<file path="config.mk">
export PLATFORM = sky130hd
export DESIGN_NAME = keypad_infix_evaluator_unit
export DESIGN_NICKNAME = d
export VERILOG_FILES = /design/src/rtl/kie_pkg.sv /design/src/rtl/keypad_infix_evaluator_unit.sv /design/src/rtl/kie_muldiv.sv
export SDC_FILE = /design/constraint.sdc
export NUM_CORES = 1
export LEC_CHECK = 0
export ABC_AREA = 0
export BUFFER_PORTS_ARGS = -buffer_cell sky130_fd_sc_hd__buf_4
export CAP_MARGIN = 40
export CORE_AREA = 2 2 216 218
export CTS_BUF_LIST = sky130_fd_sc_hd__clkbuf_16
export DETAILED_ROUTE_END_ITERATION = 8
export DIE_AREA = 0 0 218 220
export GPL_TIMING_DRIVEN = 0
export PLACE_DENSITY = 0.63
export SLEW_MARGIN = 0
export SYNTH_ARGS = -nofsm -noshare
export SYNTH_HDL_FRONTEND = slang
export SYNTH_SLANG_ARGS = --single-unit
export TNS_END_PERCENT = 1
</file>
<file path="constraint.sdc">
create_clock -name clk -period 6.84 [get_ports clk]
set_input_delay 1.026 -clock clk [delete_from_list [all_inputs] [get_ports clk]]
set_output_delay 1.026 -clock clk [all_outputs]
set_load 0.005 [all_outputs]
</file>
<file path="src/rtl/kie_pkg.sv">
package kie_pkg;

    localparam int VALUE_WIDTH = 32;
    localparam int OUT_WIDTH   = 32;

    localparam logic [2:0] CMD_DIGIT = 3'd0;
    localparam logic [2:0] CMD_ADD   = 3'd1;
    localparam logic [2:0] CMD_SUB   = 3'd2;
    localparam logic [2:0] CMD_MUL   = 3'd3;
    localparam logic [2:0] CMD_DIV   = 3'd4;
    localparam logic [2:0] CMD_CLEAR = 3'd5;
    localparam logic [2:0] CMD_EVAL  = 3'd6;

    typedef enum logic [1:0] {
        TOP_NONE = 2'd0,
        TOP_MUL  = 2'd1,
        TOP_DIV  = 2'd2
    } term_op_t;

    typedef enum logic [1:0] {
        ST_IDLE,
        ST_WAIT,
        ST_APPLY
    } state_t;

    typedef struct packed {
        logic [2:0] command;
        logic [3:0] digit;
    } key_item_t;

    typedef struct packed {
        logic signed [OUT_WIDTH-1:0] value;
        logic                        div_by_zero;
    } res_item_t;

    typedef struct packed {
        logic start;
        logic div;
    } md_ctrl_t;

endpackage

</file>
<file path="src/rtl/keypad_infix_evaluator_unit.sv">
// keypad infix evaluator
// key channel: key_valid / key_stall carry one key item (command, digit).
// res channel: res_valid / res_stall carry one result item (value, div_by_zero),
// produced only for the evaluate command.
// multiply and divide bind tighter than add and subtract; each level runs left
// to right; arithmetic wraps at VALUE_WIDTH bits, division truncates toward zero.
// a digit, clear or unused command is handled in the idle state. an operator or
// evaluate with no pending multiply/divide goes to the apply state, as does an
// evaluate right after an operator. an operator, or an evaluate after a digit,
// with one pending first waits for the shared multiply/divide unit, which shifts
// one bit a cycle, so that unit sets the key rate.
// key_stall is high while a key is in work; the next key is taken once it ends.
// the result sits in an output register; a stalled result holds, and the key
// channel keeps accepting keys until a second evaluate needs that register.
// reset (rst_n low, asynchronous) clears the expression, the error flag and the
// output valid; a clear command returns the expression to the same state.
module keypad_infix_evaluator_unit #(
    parameter int VALUE_WIDTH = kie_pkg::VALUE_WIDTH
) (
    input  logic               clk,
    input  logic               rst_n,
    input  logic               key_valid,
    output logic               key_stall,
    input  kie_pkg::key_item_t key,
    output logic               res_valid,
    input  logic               res_stall,
    output kie_pkg::res_item_t res
);

    localparam int W = VALUE_WIDTH;

    kie_pkg::state_t   state_reg, state_next;
    kie_pkg::term_op_t top_reg, top_next;
    logic [2:0]        cmd_reg, cmd_next;
    logic [W-1:0]      sum_reg, sum_next;
    logic              neg_reg, neg_next;
    logic [W-1:0]      prod_reg, prod_next;
    logic [W-1:0]      entry_reg, entry_next;
    logic              seen_reg, seen_next;
    logic              err_reg, err_next;
    logic [W-1:0]      term_reg, term_next;
    logic              res_valid_reg, res_valid_next;
    kie_pkg::res_item_t res_reg, res_next;

    kie_pkg::md_ctrl_t md_ctrl;
    logic              md_done;
    logic [W-1:0]      md_result;
    logic              md_dz;

    logic              accept;
    logic              top_md;
    logic [W-1:0]      signed_term;
    logic [W-1:0]      total;

    kie_muldiv #(
        .VALUE_WIDTH(VALUE_WIDTH)
    ) u_muldiv (
        .clk    (clk),
        .rst_n  (rst_n),
        .ctrl   (md_ctrl),
        .a      (prod_reg),
        .b      (entry_reg),
        .done   (md_done),
        .result (md_result),
        .dz     (md_dz)
    );

    assign key_stall   = (state_reg != kie_pkg::ST_IDLE);
    assign accept      = key_valid && !key_stall;
    assign top_md      = (top_reg == kie_pkg::TOP_MUL) || (top_reg == kie_pkg::TOP_DIV);
    assign signed_term = neg_reg ? (~term_reg + 1'b1) : term_reg;
    assign total       = sum_reg + signed_term;

    always_comb
    begin
        state_next     = state_reg;
        top_next       = top_reg;
        cmd_next       = cmd_reg;
        sum_next       = sum_reg;
        neg_next       = neg_reg;
        prod_next      = prod_reg;
        entry_next     = entry_reg;
        seen_next      = seen_reg;
        err_next       = err_reg;
        term_next      = term_reg;
        res_next       = res_reg;
        res_valid_next = res_valid_reg && res_stall;
        md_ctrl.start  = 1'b0;
        md_ctrl.div    = (top_reg == kie_pkg::TOP_DIV);

        unique case (state_reg)
            kie_pkg::ST_IDLE:
            begin
                if (accept)
                begin
                    cmd_next = key.command;
                    unique case (key.command)
                        kie_pkg::CMD_DIGIT:
                        begin
                            entry_next = {entry_reg[W-4:0], 3'b000}
                                       + {entry_reg[W-2:0], 1'b0}
                                       + W'(key.digit);
                            seen_next  = 1'b1;
                        end
                        kie_pkg::CMD_ADD, kie_pkg::CMD_SUB,
                        kie_pkg::CMD_MUL, kie_pkg::CMD_DIV:
                        begin
                            if (top_md)
                            begin
                                md_ctrl.start = 1'b1;
                                state_next    = kie_pkg::ST_WAIT;
                            end
                            else
                            begin
                                term_next  = entry_reg;
                                state_next = kie_pkg::ST_APPLY;
                            end
                        end
                        kie_pkg::CMD_EVAL:
                        begin
                            if (seen_reg && top_md)
                            begin
                                md_ctrl.start = 1'b1;
                                state_next    = kie_pkg::ST_WAIT;
                            end
                            else
                            begin
                                // trailing operator is dropped
                                if (seen_reg)
                                begin
                                    term_next = entry_reg;
                                end
                                else if (top_md)
                                begin
                                    term_next = prod_reg;
                                end
                                else
                                begin
                                    term_next = '0;
                                end
                                state_next = kie_pkg::ST_APPLY;
                            end
                        end
                        kie_pkg::CMD_CLEAR:
                        begin
                            top_next   = kie_pkg::TOP_NONE;
                            sum_next   = '0;
                            neg_next   = 1'b0;
                            prod_next  = '0;
                            entry_next = '0;
                            seen_next  = 1'b0;
                            err_next   = 1'b0;
                        end
                        default:
                        begin
                        end
                    endcase
                end
            end
            kie_pkg::ST_WAIT:
            begin
                if (md_done)
                begin
                    term_next  = md_result;
                    err_next   = err_reg | md_dz;
                    state_next = kie_pkg::ST_APPLY;
                end
            end
            kie_pkg::ST_APPLY:
            begin
                if (cmd_reg == kie_pkg::CMD_EVAL)
                begin
                    // wait for the output register to free up
                    if (!res_valid_reg || !res_stall)
                    begin
                        res_next.value       = kie_pkg::OUT_WIDTH'($signed(total));
                        res_next.div_by_zero = err_reg;
                        res_valid_next       = 1'b1;
                        state_next           = kie_pkg::ST_IDLE;
                    end
                end
                else
                begin
                    if (cmd_reg == kie_pkg::CMD_MUL || cmd_reg == kie_pkg::CMD_DIV)
                    begin
                        prod_next = term_reg;
                        top_next  = (cmd_reg == kie_pkg::CMD_MUL) ? kie_pkg::TOP_MUL
                                                                  : kie_pkg::TOP_DIV;
                    end
                    else
                    begin
                        sum_next  = total;
                        neg_next  = (cmd_reg == kie_pkg::CMD_SUB);
                        prod_next = '0;
                        top_next  = kie_pkg::TOP_NONE;
                    end
                    entry_next = '0;
                    seen_next  = 1'b0;
                    state_next = kie_pkg::ST_IDLE;
                end
            end
            default:
            begin
                state_next = kie_pkg::ST_IDLE;
            end
        endcase
    end

    always_ff @(posedge clk or negedge rst_n)
    begin
        if (!rst_n)
        begin
            state_reg     <= kie_pkg::ST_IDLE;
            top_reg       <= kie_pkg::TOP_NONE;
            sum_reg       <= '0;
            neg_reg       <= 1'b0;
            prod_reg      <= '0;
            entry_reg     <= '0;
            seen_reg      <= 1'b0;
            err_reg       <= 1'b0;
            res_valid_reg <= 1'b0;
        end
        else
        begin
            state_reg     <= state_next;
            top_reg       <= top_next;
            sum_reg       <= sum_next;
            neg_reg       <= neg_next;
            prod_reg      <= prod_next;
            entry_reg     <= entry_next;
            seen_reg      <= seen_next;
            err_reg       <= err_next;
            res_valid_reg <= res_valid_next;
        end
    end

    always_ff @(posedge clk)
    begin
        cmd_reg  <= cmd_next;
        term_reg <= term_next;
        res_reg  <= res_next;
    end

    assign res_valid = res_valid_reg;
    assign res       = res_reg;

    a_start_to_wait: assert property (@(posedge clk) disable iff (!rst_n)
        md_ctrl.start |=> state_reg == kie_pkg::ST_WAIT)
        else $error("multiply/divide started without waiting for it");

    a_done_in_wait: assert property (@(posedge clk) disable iff (!rst_n)
        md_done |-> state_reg == kie_pkg::ST_WAIT)
        else $error("multiply/divide finished outside the wait state");

    a_result_from_apply: assert property (@(posedge clk) disable iff (!rst_n)
        $rose(res_valid) |-> $past(state_reg) == kie_pkg::ST_APPLY
                             && $past(cmd_reg) == kie_pkg::CMD_EVAL)
        else $error("result item not caused by an evaluate");

    a_clear_empties: assert property (@(posedge clk) disable iff (!rst_n)
        accept && key.command == kie_pkg::CMD_CLEAR
        |=> sum_reg == '0 && !err_reg && !seen_reg && top_reg == kie_pkg::TOP_NONE)
        else $error("clear left expression state behind");

    a_err_sticky: assert property (@(posedge clk) disable iff (!rst_n)
        $fell(err_reg) |-> $past(accept) && $past(key.command) == kie_pkg::CMD_CLEAR)
        else $error("error flag dropped without a clear");

endmodule

</file>
<file path="src/rtl/kie_muldiv.sv">
module kie_muldiv #(
    parameter int VALUE_WIDTH = kie_pkg::VALUE_WIDTH
) (
    input  logic                   clk,
    input  logic                   rst_n,
    input  kie_pkg::md_ctrl_t      ctrl,
    input  logic [VALUE_WIDTH-1:0] a,
    input  logic [VALUE_WIDTH-1:0] b,
    output logic                   done,
    output logic [VALUE_WIDTH-1:0] result,
    output logic                   dz
);

    localparam int W  = VALUE_WIDTH;
    localparam int CW = $clog2(W);

    logic          run_reg, run_next;
    logic          done_reg, done_next;
    logic [CW-1:0] cnt_reg, cnt_next;
    logic          div_reg, div_next;
    logic          neg_reg, neg_next;
    logic          dz_reg, dz_next;
    // acc: product accumulator or partial remainder
    logic [W:0]    acc_reg, acc_next;
    // sa: multiplier or dividend/quotient; sb: multiplicand or divisor
    logic [W-1:0]  sa_reg, sa_next;
    logic [W-1:0]  sb_reg, sb_next;

    logic [W:0]    rem_shift;
    logic [W:0]    rem_diff;
    logic [W-1:0]  a_mag;
    logic [W-1:0]  b_mag;
    logic          last;

    assign a_mag     = a[W-1] ? (~a + 1'b1) : a;
    assign b_mag     = b[W-1] ? (~b + 1'b1) : b;
    assign rem_shift = {acc_reg[W-1:0], sa_reg[W-1]};
    assign rem_diff  = rem_shift - {1'b0, sb_reg};
    assign last      = (cnt_reg == CW'(W - 1));

    always_comb
    begin
        run_next  = run_reg;
        done_next = 1'b0;
        cnt_next  = cnt_reg;
        div_next  = div_reg;
        neg_next  = neg_reg;
        dz_next   = dz_reg;
        acc_next  = acc_reg;
        sa_next   = sa_reg;
        sb_next   = sb_reg;
        if (ctrl.start)
        begin
            run_next = 1'b1;
            cnt_next = '0;
            div_next = ctrl.div;
            acc_next = '0;
            if (ctrl.div)
            begin
                neg_next = a[W-1] ^ b[W-1];
                dz_next  = (b == '0);
                sa_next  = a_mag;
                sb_next  = b_mag;
            end
            else
            begin
                neg_next = 1'b0;
                dz_next  = 1'b0;
                sa_next  = b;
                sb_next  = a;
            end
        end
        else if (run_reg)
        begin
            cnt_next = cnt_reg + 1'b1;
            if (div_reg)
            begin
                // restoring step, one quotient bit per cycle
                if (!rem_diff[W])
                begin
                    acc_next = rem_diff;
                    sa_next  = {sa_reg[W-2:0], 1'b1};
                end
                else
                begin
                    acc_next = rem_shift;
                    sa_next  = {sa_reg[W-2:0], 1'b0};
                end
            end
            else
            begin
                if (sa_reg[0])
                begin
                    acc_next = {1'b0, acc_reg[W-1:0] + sb_reg};
                end
                sa_next = {1'b0, sa_reg[W-1:1]};
                sb_next = {sb_reg[W-2:0], 1'b0};
            end
            if (last)
            begin
                run_next  = 1'b0;
                done_next = 1'b1;
            end
        end
    end

    always_ff @(posedge clk or negedge rst_n)
    begin
        if (!rst_n)
        begin
            run_reg  <= 1'b0;
            done_reg <= 1'b0;
        end
        else
        begin
            run_reg  <= run_next;
            done_reg <= done_next;
        end
    end

    always_ff @(posedge clk)
    begin
        cnt_reg <= cnt_next;
        div_reg <= div_next;
        neg_reg <= neg_next;
        dz_reg  <= dz_next;
        acc_reg <= acc_next;
        sa_reg  <= sa_next;
        sb_reg  <= sb_next;
    end

    always_comb
    begin
        if (!div_reg)
        begin
            result = acc_reg[W-1:0];
        end
        else if (dz_reg)
        begin
            result = '0;
        end
        else if (neg_reg)
        begin
            result = ~sa_reg + 1'b1;
        end
        else
        begin
            result = sa_reg;
        end
    end

    assign done = done_reg;
    assign dz   = div_reg & dz_reg;

endmodule

</file>
== Yosys cells after proc, flatten, opt, wreduce, memory -nomap -nowiden ==
Index checks and enable logic that the tools add are counted.
Storage, ports and cells
  flip-flop bits (word level): 278
  word-level logic and storage cells: 170
Operators by class
  $add $sub $neg: 10
  equal/unequal tests: 26
  muxes and demuxes: 77
  bitwise operators: 7
  reduce and logical (&&, ||, !) cells: 28
Operator list (count)
  two-way mux 32 bit: 31
  one-hot mux 32 bit (2 select lines): 6
  adder 32 x 1 -> 32 bit (second input constant): 4
  inverter 32 bit: 4
  adder 32 bit: 3
  subtractor 33 x 32 -> 33 bit: 1
  adder 32 x 4 -> 32 bit: 1
  logical NOT 32 bit: 1
  two-way mux 2 bit: 11
  two-way mux 1 bit: 21
  AND reduction 4 bit: 4
  == test 3 bit (second input constant): 5
  == test 3 x 2 -> 1 bit (second input constant): 4
  one-hot mux 1 bit (2 select lines): 5
  nonzero test 2 bit: 5
  != test 3 bit (second input constant): 3
  != test 2 bit (second input constant): 4
  one-hot mux 2 bit (2 select lines): 2
  != test 3 x 1 -> 1 bit (second input constant): 2
  one-hot mux 2 bit (3 select lines): 1
  AND reduction 2 bit: 3
  AND reduction 6 bit: 1
  adder 5 x 1 -> 5 bit (second input constant): 1
  == test 5 bit (second input constant): 1
  other kinds (15): 24

== Longest topological paths before layout ==
Gate-level depths: netlist (run 1).
  depth after elaboration: 9
  depth in mapped cells: 20
  mapped depth without buffers: 19

== Modules after synthesis ==
A second synthesis (run 1) with hierarchy kept.
Second synthesis, totals
  cells, all modules: 2463
  area total of the unflattened synthesis: 21871.0 um^2
By module, submodules not included
  kie_muldiv: instances 1, cells an instance 1378, area each 10964.3 um^2, sequential area each 2802.7 um^2
  keypad_infix_evaluator_unit: instances 1, cells an instance 1085, area each 10906.7 um^2, sequential area each 4644.5 um^2

== Least setup slack after synthesis (run 1) ==
No wires, ideal clock.
  path type: register -> register
  from: reg term_reg[0]
  to: reg res_reg (netlist bit res[32]) (data pin)
  setup time: 0.266 ns
  arrival time: 4.326 ns
  data required time: 6.574 ns
  slack: 2.247 ns
  stages on the path, launching flop included: 21
  clock period less this slack: 4.593 ns
  path through: edfxtp_1 -> inv_1 -> ha_1 -> nand3_1 -> or2_1 -> or3_1 -> or4_1 -> or3_1 -> clkbuf_1 -> o41ai_2 -> xnor2_1 -> ha_1 -> a21o_1 -> a21o_1 -> a21o_1 -> a21o_1 -> a21oi_1 -> o21ai_0 -> a31oi_1 -> o21ai_0 -> xnor2_1
Between the ends
  word-level cells in the longest chain between the ends: 4
RTL lines
  start, declared: RTL line keypad_infix_evaluator_unit.sv:41  | logic [W-1:0] term_reg, term_next;
  start signal, assigned: RTL line keypad_infix_evaluator_unit.sv:240  | term_reg <= term_next;
  inverter 32 bit: RTL line keypad_infix_evaluator_unit.sv:71  | assign signed_term = neg_reg ? (~term_reg + 1'b1) : term_reg;
  adder 32 x 1 -> 32 bit: RTL line keypad_infix_evaluator_unit.sv:71
  two-way mux 32 bit (*): RTL line keypad_infix_evaluator_unit.sv:71
  adder 32 bit (*): RTL line keypad_infix_evaluator_unit.sv:72  | assign total = sum_reg + signed_term;
  via total[31]: RTL line keypad_infix_evaluator_unit.sv:53  | logic [W-1:0] total;
  end signal, assigned: RTL line keypad_infix_evaluator_unit.sv:241  | res_reg <= res_next;
  end, declared: RTL line keypad_infix_evaluator_unit.sv:43  | kie_pkg::res_item_t res_reg, res_next;
Mark *: on every way through the listed nets, which the timed path passes. The rest lies on a longest branch.
A chain may end at the register's enable or synchronous reset.

== Worst setup path after layout (run 1) ==
  from: reg term_reg[2]
  to: reg sum_reg[30]
Between the ends
  word-level cells in the longest chain between the ends: 7
RTL lines
  inverter 32 bit: RTL line keypad_infix_evaluator_unit.sv:71
  adder 32 x 1 -> 32 bit: RTL line keypad_infix_evaluator_unit.sv:71
  two-way mux 32 bit (*): RTL line keypad_infix_evaluator_unit.sv:71
  adder 32 bit (*): RTL line keypad_infix_evaluator_unit.sv:72
  via total[30]: RTL line keypad_infix_evaluator_unit.sv:53
  two-way mux 32 bit (*): RTL line keypad_infix_evaluator_unit.sv:184  | if (cmd_reg == kie_pkg::CMD_MUL || cmd_reg == kie_pkg::CMD_DIV)
  two-way mux 32 bit (*): RTL line keypad_infix_evaluator_unit.sv:171  | if (cmd_reg == kie_pkg::CMD_EVAL)
  one-hot mux 32 bit (2 select lines) (*): RTL line keypad_infix_evaluator_unit.sv:91  | unique case (state_reg)
  end signal, assigned: RTL line keypad_infix_evaluator_unit.sv:227  | sum_reg <= sum_next;
  end, declared: RTL line keypad_infix_evaluator_unit.sv:35  | logic [W-1:0] sum_reg, sum_next;
Mark *: on every way through the listed nets, which the timed path passes. The rest lies on a longest branch. The select of a mux whose other input is x is not followed.

==> summary by stage, run 1 <==
Cells and area
The flip-flop count of the largest register after layout is 33. The final instance count without filler cells is approximately 3200. The antenna diode instance count is 0. The synthesis-to-layout area growth is 10.4%. The top cell types in the final layout, fill and taps aside, are 237 x sky130_fd_sc_hd__nand2_1, 218 x sky130_fd_sc_hd__o21ai_0, 193 x sky130_fd_sc_hd__a21oi_1, 161 x sky130_fd_sc_hd__ha_1, 135 x sky130_fd_sc_hd__edfxtp_1. Of the cells placed in the final design, the portion with a size suffix greater than 1 is under 10%. The post-layout instance area is roughly 24000 µm².

Leaving out fill and tap cells, the most frequent cell in the layout is sky130_fd_sc_hd__nand2_1. The final layout contains approximately 2800 nets.

Setup path
The number of gates on the worst path with buffers counted is 18. The reg-to-reg critical path startpoint is term_reg[2]. The critical path class is flip-flop to flip-flop. STA classifies the critical path endpoint as a flip-flop.

The data required time of the worst path is between 7000 and 8000 ps. The largest delay contributor family on the critical path is compound AO/OA/AOI/OAI gates. Setup slack on the worst reg-to-reg path comes out at about 1400 ps. The worst setup path is launched from a flip-flop.

The buffering stage count on the worst path with inverters included is 2. The biggest fanout along the worst timing path is 8. The largest individual stage delay along the critical path comes from the cell sky130_fd_sc_hd__a211oi_1. For the worst flop-to-flop path, the logic depth is 18. Traced cell by cell, the critical path runs through nor2_1, nand3_1, or4_1, or3_1, o41ai_2, and2_1, clkbuf_1, nand2_1, xor2_1, ha_1, clkbuf_1, o21ai_0, a21oi_1, a211oi_1, o21ai_0, a31oi_1, xnor2_1, a31o_2.

On the worst path, the slowest cell contributes a delay of slightly below 700 ps. Data on the critical path arrives at its endpoint at between 5000 and 6000 ps. The endpoint identified for the worst register-to-register timing path is sum_reg[30].

STA
The number of slew-limit violations in the final report was 0. The hold violation total from the final report is 0. The maximum clock frequency is about 190 MHz. Final hold analysis gives a worst-case slack of roughly 310 ps. After layout, the worst path uses ~79% of the clock period.

For the final database, setup skew stands at 14.4 ps. The worst slew margin relative to its limit is between 20% and 30%. The worst-margin pin slew is just over 1000 ps.

The shortest period the worst path allows is ~5400 ps. The setup-violating endpoint count in the final report is 0. Setup total negative slack on the finished layout was measured at 0 ps. Setup repair after global routing left no endpoint under its margin.

Global routing
The number of antenna violations at the first check in global routing is 0. The global routing met3 resource utilization is around 4.9%. The global-route wire length before repair is roughly 120 mm. In the global route stage, met2 resource usage came out at between 40% and 50%. The total global routing overflow is 0. The number of global-route vias before repair was a little under 20000. Entering global routing, the biggest net connects 89 pins.

The fraction of met1 tracks used by global routing is 45.3%. The most utilized layer in the global route result is met2. Across every metal layer, demand over resource in global routing totals a little under a third.

Placed design
The number of instances in the placed design is roughly 3200. At the end of routability-driven placement, the weighted congestion stood at slightly above 1. The HPWL after detailed placement is between 50 and 60 mm. The placed standard-cell area is between 20000 and 25000 µm². Buffers placed on the I/O ports in this run total between 40 and 50.

Die
The number of placement rows is 79. For this configuration, the core starts out at a cell density of 48.3%. In this run the vertical extent of the chip is 220 µm. The number of primary I/O pins is 46. The area enclosed by the die boundary is 48000 µm². The core footprint is between 40000 and 50000 µm².

The width of the die is about 220 µm.

Clocking
Buffers added to address setup during post-CTS repair amount to 0. The cell sitting at the root of the clock tree is a sky130_fd_sc_hd__clkbuf_16. The total of cells resized after clock tree synthesis is 0. The maximum number of buffers from clock root to sink is 3. Buffers inserted during clock tree synthesis total 34. For this design, the CTS-stage hold fixing added 0 buffers.

The H-tree was split into 2 levels. The tree built by TritonCTS fans out to ~280 sinks. TritonCTS built the clock tree.

The CTS clock-pin slew for the worst setup and hold paths is around 60 ps. The later-pin clock latency in the skew report is 550 ps.

Worst hold path
The tightest min-delay check is of the primary input to async pin type.

Route
The count of nets left with antenna violations once routing finished came out at 0. The average via count per standard cell is between 6 and 7. The total length of routed wires is roughly 75 mm. After detailed routing, the number of remaining DRC violations is 0.

The starting DRC count in detailed routing is between 2000 and 2500. The routed via count is between 20000 and 25000. In the final routed layout, each cell accounts on average for about 23 µm.

The count of TritonRoute iterations in the first routing pass is 6.

Synth
The average size of a mapped cell is just under 9 µm². The Yosys step of the flow raised 0 warnings. The synthesized design contains about 280 register bits. In the synthesized netlist the async set-or-reset flop fraction comes to a little under two fifths. The synthesized design contains about 140 enable-type register cells. For this run, the leading register cell type out of synthesis is sky130_fd_sc_hd__edfxtp_1. Synthesis instantiated 89 different standard cells from the library. The net count after synthesis is between 2000 and 3000.

The sequential-to-total area share from yosys stat is 33.6%. The cell area that synthesis handed to floorplanning was approximately 22000 µm². The post-synthesis cell count is roughly 2500.

Run status
The flow ran to the end, and the final reports show no timing, DRC or antenna violations.

Job
The total of max-cap violations is 0.
-- worst max-delay path by stage --
| stage | from | to | slack (ps) |
|---|---|---|---|
| after floorplan | term_reg[0] | res[32] | 2250 |
| after global placement | u_muldiv.div_reg | u_muldiv.sb_reg[6] | 1000 |
| final | term_reg[2] | sum_reg[30] | 1440 |
| after CTS | term_reg[1] | res[32] | 1530 |
| after global routing | term_reg[2] | sum_reg[30] | 1100 |
| after detailed placement | term_reg[1] | res[32] | 1590 |
-- final cells by class --
cell class,instances,area [µm²]
multi-input combinational,2001,13800
inverter,86,323
sequential,278,7450
clock inverter,26,166
clock buffer,35,876
fill,4384,21400
timing repair buffer,53,475
buffer,149,594
tap,607,759
-- per-stage QoR --
step,util [%],worst slack (ps)
detailed placement,51.0,1590
global placement,50.7,1000
floorplan,-,2250
CTS,53.3,1530
finish,53.3,1440
global route,53.3,1100
-- logic make-up (layout without fill, tap and decap cells) --
group	Yosys count	in the layout	synth area share, %
AO/OA/AOI/OAI	886	886	26.6
XOR/XNOR	216	216	8.54
adder cells (fa/ha/maj)	166	166	9.55
buffers and inverters	235	349	4.14
flip-flops	278	278	33.6
multiplexers	46	46	2.11
AND/OR/NAND/NOR	687	687	15.5
-- worst reg2reg max path: cells and delay by family (launching register included) --
kind | cells | cell delay [ps]
AO/OA/AOI/OAI | 7 | 2220
AND/OR/NAND/NOR | 6 | 1540
buffers and inverters | 2 | 520
flip-flops | 1 | 450
XOR/XNOR | 2 | 370
adder cells (fa/ha/maj) | 1 | 270
-- cells in the mapped netlist, types with 25 or more instances --
master / n / area share [%]
sky130_fd_sc_hd__edfxtp_1: 135 / 18
sky130_fd_sc_hd__xnor2_1: 90 / 3.6
sky130_fd_sc_hd__a21o_1: 62 / 2.1
sky130_fd_sc_hd__nand3_1: 46 / 1.0
sky130_fd_sc_hd__clkbuf_1: 125 / 2.1
sky130_fd_sc_hd__a22o_1: 60 / 2.4
sky130_fd_sc_hd__o21ai_0: 219 / 4.9
sky130_fd_sc_hd__or3_1: 28 / 0.79
sky130_fd_sc_hd__o31ai_1: 43 / 1.5
sky130_fd_sc_hd__xor2_1: 126 / 5.0
sky130_fd_sc_hd__inv_1: 86 / 1.5
sky130_fd_sc_hd__ha_1: 161 / 9.1
sky130_fd_sc_hd__nor3b_1: 29 / 0.98
sky130_fd_sc_hd__a31oi_1: 25 / 0.71
sky130_fd_sc_hd__a211oi_1: 43 / 1.5
sky130_fd_sc_hd__dfrtp_1: 106 / 12
sky130_fd_sc_hd__a21oi_1: 193 / 4.4
sky130_fd_sc_hd__o211ai_1: 69 / 2.3
sky130_fd_sc_hd__nor3_1: 54 / 1.2
sky130_fd_sc_hd__nor2_1: 133 / 2.3
sky130_fd_sc_hd__nand2_1: 237 / 4.0
sky130_fd_sc_hd__nand4_1: 25 / 0.71
sky130_fd_sc_hd__mux2i_1: 43 / 1.9
sky130_fd_sc_hd__dfxtp_1: 37 / 3.3
-- metal layers --
| layer | share of wire [%] | vias up |
|---|---|---|
| met3 | 8.5 | 132 |
| met2 | 43 | 986 |
| li1 | - | 9595 |
| met4 | 3.5 | 0 |
| met1 | 45 | 10100 |
| met5 | 0 | - |
Power of run 1 is left out: the tool's default activity adds up to more than one toggle a clock period on the data nets, which glitch-free logic cannot reach.
==> run 2, diff against run 1 <==
Clock period 6.84 ns to 5.49 ns, I/O delays scaled along.
==> run 2 against run 1 <==
Compared with the run above:
- cell count about the same
- utilization up 0.085 points
- maximum frequency up 5.2%
- hold slack worse by 200 ps
- clock skew up 0.86 ps
- highest routed layer unchanged
- die area unchanged
- wire length about the same
- cell area up 0.16%
- via count about the same
- non-clock buffer count up 1
==> summary by stage, run 2 (synthesized netlist as in run 1, its figures left out) <==
Setup path
The data required time of the worst path is between 5000 and 6000 ps. By startpoint and endpoint, the worst setup path is classified as flip-flop to flip-flop. The cell with the largest stage delay on the worst path is sky130_fd_sc_hd__or4_1. In this run the critical register-to-register path is captured at res[32]. Of all nets on the critical path, the largest fanout is 6.

Walking the worst path, the cells encountered are inv_1, ha_1, nand3_1, or2_1, or3_1, or4_1, or3_4, o41ai_2, xnor2_1, ha_1, a21o_1, a21o_1, a21o_1, a21o_1, a21oi_1, o21ai_0, a31oi_2, o21ai_0, xnor2_1. The reg-to-reg critical path startpoint is term_reg[1]. The worst setup path is captured at a flip-flop. The critical path's largest stage delay is 450 ps. The register-to-register setup slack is around 360 ps.

The worst setup path is launched from a flip-flop. Among the stages of the critical path, the cell type that occurs most often is sky130_fd_sc_hd__a21o_1. The number of cell instances on the worst register-to-register path is 19.

The critical path data arrival time is about 5400 ps.

STA
The worst path setup slack after routing is between 300 and 400 ps. The setup-violating endpoint count in the final report is 0. Across the routed clock network, the largest skew measured is approximately 15 ps. The worst slack on hold paths is between 100 and 150 ps. The worst-margin pin slew is about 1100 ps.

The shortest period the worst path allows is between 5000 and 6000 ps. Setup repair after global routing left no endpoint under its margin. Measured against its own limit, the worst slew margin works out to 25.3%.

Dividing the final minimum period by the clock period gives between 90 and 100%. The hold violation total from the final report was 0. The number of slew-limit violations in the final report is 0. The maximum clock frequency is approximately 190 MHz.

Job
Across the run, the number of max-cap violations was 0.

Die
The number of placement rows is 79. 46 I/O pins were placed. The die covers roughly 48000 µm². The region available for standard cell placement spans roughly 46000 µm². In this run the horizontal extent of the chip is between 200 and 250 µm. The die is about 220 µm tall. The initial cell density of the core is 48.3%.

Route
The routed via count is around 21000. The met2 wirelength from detailed routing is roughly 32 mm. The highest metal layer carrying signal wires in the routed design is met4. After detailed routing, the number of remaining DRC violations is 0. After detailed routing, the number of vias per cell comes to roughly 6.4. Summed over all layers, the routed wires come to 75.5 mm. The routed length per instance is around 23 µm. After the first detailed-routing iteration, the DRC count stood at approximately 2500. In the detailed route, the total length drawn on met3 is around 6.3 mm. The first detailed-routing pass ran for 6 iterations.

In the final routing, the length of wire on met1 measures ~34 mm. Once detail routing completed, the nets flagged for antenna violations numbered 0.

Cells and area
The fraction of final layout cells with drive strength greater than 1 is just over 6%. The final cell utilization of the core is a little over half. The library cells used most frequently in the layout, excluding fill and tap cells, are 237 x sky130_fd_sc_hd__nand2_1, 218 x sky130_fd_sc_hd__o21ai_0, 193 x sky130_fd_sc_hd__a21oi_1, 161 x sky130_fd_sc_hd__ha_1, 135 x sky130_fd_sc_hd__edfxtp_1. The flip-flop count of the largest register after layout is 33. Compared with the post-synthesis result, the final layout area differs by 10.6%. The commonest non-fill, non-tap cell in the layout is sky130_fd_sc_hd__nand2_1. The repair_antennas step left the layout with diodes totalling 0. After the last flow step, the layout net total stands at between 2000 and 3000.

Clocking
The clock tree from TritonCTS is done. The total CTS buffers is 34. CTS placed an instance of sky130_fd_sc_hd__clkbuf_16 at the clock tree root.

The maximum number of buffers from clock root to sink is 3. The clock net in this run drives a total of around 280 sinks. The maximum level of the CTS H-tree is 2. The CTS clock-pin slew for the worst setup and hold paths is around 60 ps. The later-pin clock latency in the skew report is about 550 ps.

Global routing
The global-route wire length before repair is 116 mm. The total overflow left after global routing is 0. The number of antenna violations at the first check in global routing is 0. Entering global routing, the biggest net connects 89 pins. The number of global-route vias before repair is a little under 20000. The overall global routing resource usage is 31.4%.

Worst hold path
The worst min-delay path category is primary input to async pin.

Placed design
Timing analysis after detailed placement gives a worst setup slack of 238 ps. Routability-driven placement finished with a final weighted congestion of 1.02. The number of port buffers is 45. The half-perimeter wire length after detailed placement is a little under 60 mm.

Run status
The run finished with clean final reports.
## run 2: cell types whose count changed in the layout (fill, tap and decap cells not counted)
cell                       change
sky130_fd_sc_hd__buf_4         +2
sky130_fd_sc_hd__a31oi_2       +1
sky130_fd_sc_hd__a31oi_1       -1
sky130_fd_sc_hd__o41ai_4       +1
sky130_fd_sc_hd__clkbuf_1      -1
sky130_fd_sc_hd__or3_1         -1
sky130_fd_sc_hd__or3_4         +1
sky130_fd_sc_hd__a211oi_2      +1
sky130_fd_sc_hd__a211oi_1      -1
sky130_fd_sc_hd__o41ai_2       -1
## run 2: repair_timing
| action | CTS | global route |
|---|---|---|
| endpoints found under the hold margin | 0 | 0 |
| buffers inserted | 0 | 2 |
| endpoints found under the setup margin | 0 | 5 |
| resized for setup | 0 | 4 |
| hold buffers | 0 | 0 |
## run 2: metrics by stage
| step | std cells | TNS, ps | cell area (µm²) |
|---|---|---|---|
| finish | 3236 | 0 | 24500 |
| global route | 3236 | 0 | 24500 |
| CTS | 3234 | 0 | 24400 |
| detailed placement | 3173 | 0 | 23400 |
| global placement | 3166 | -11020 | 23200 |
| floorplan | 2514 | 0 | 22100 |
## run 2: area by class of cell
type	instances	area, µm²
inverters	86	323
clock inverters	26	166
repair buffers	55	490
multi-input cells	2001	13800
clock buffers	35	876
flip-flops and latches	278	7450
fillers	4382	21400
plain buffers	148	591
well taps	607	759
## run 2: metal layers
metal,vias to the layer above,global-route usage [%]
met5,-,0
met4,0,11.5
met2,957,47.4
met3,139,4.90
met1,10100,45.3
li1,9589,-
## run 2: worst max-delay path, delay by kind of cell, from the launching register on
kind                     cells  cell delay [ps]
flip-flops                   1              430
AND/OR/NAND/NOR              5             1620
adder cells (fa/ha/maj)      2              530
AO/OA/AOI/OAI                9             1800
buffers and inverters        1              120
XOR/XNOR                     2              350
## run 2: worst max-delay path by stage
stage | to | cells past startpoint | slack [ps] | from
after floorplan | res[32] | 20 | 900 | term_reg[0]
after global placement | u_muldiv.sb_reg[6] | 4 | -350 | u_muldiv.div_reg
after detailed placement | res[32] | 20 | 240 | term_reg[1]
after CTS | res[32] | 20 | 180 | term_reg[1]
after global routing | res[32] | 19 | 50 | term_reg[1]
final | res[32] | 19 | 360 | term_reg[1]
Power of run 2 is left out for the same reason.
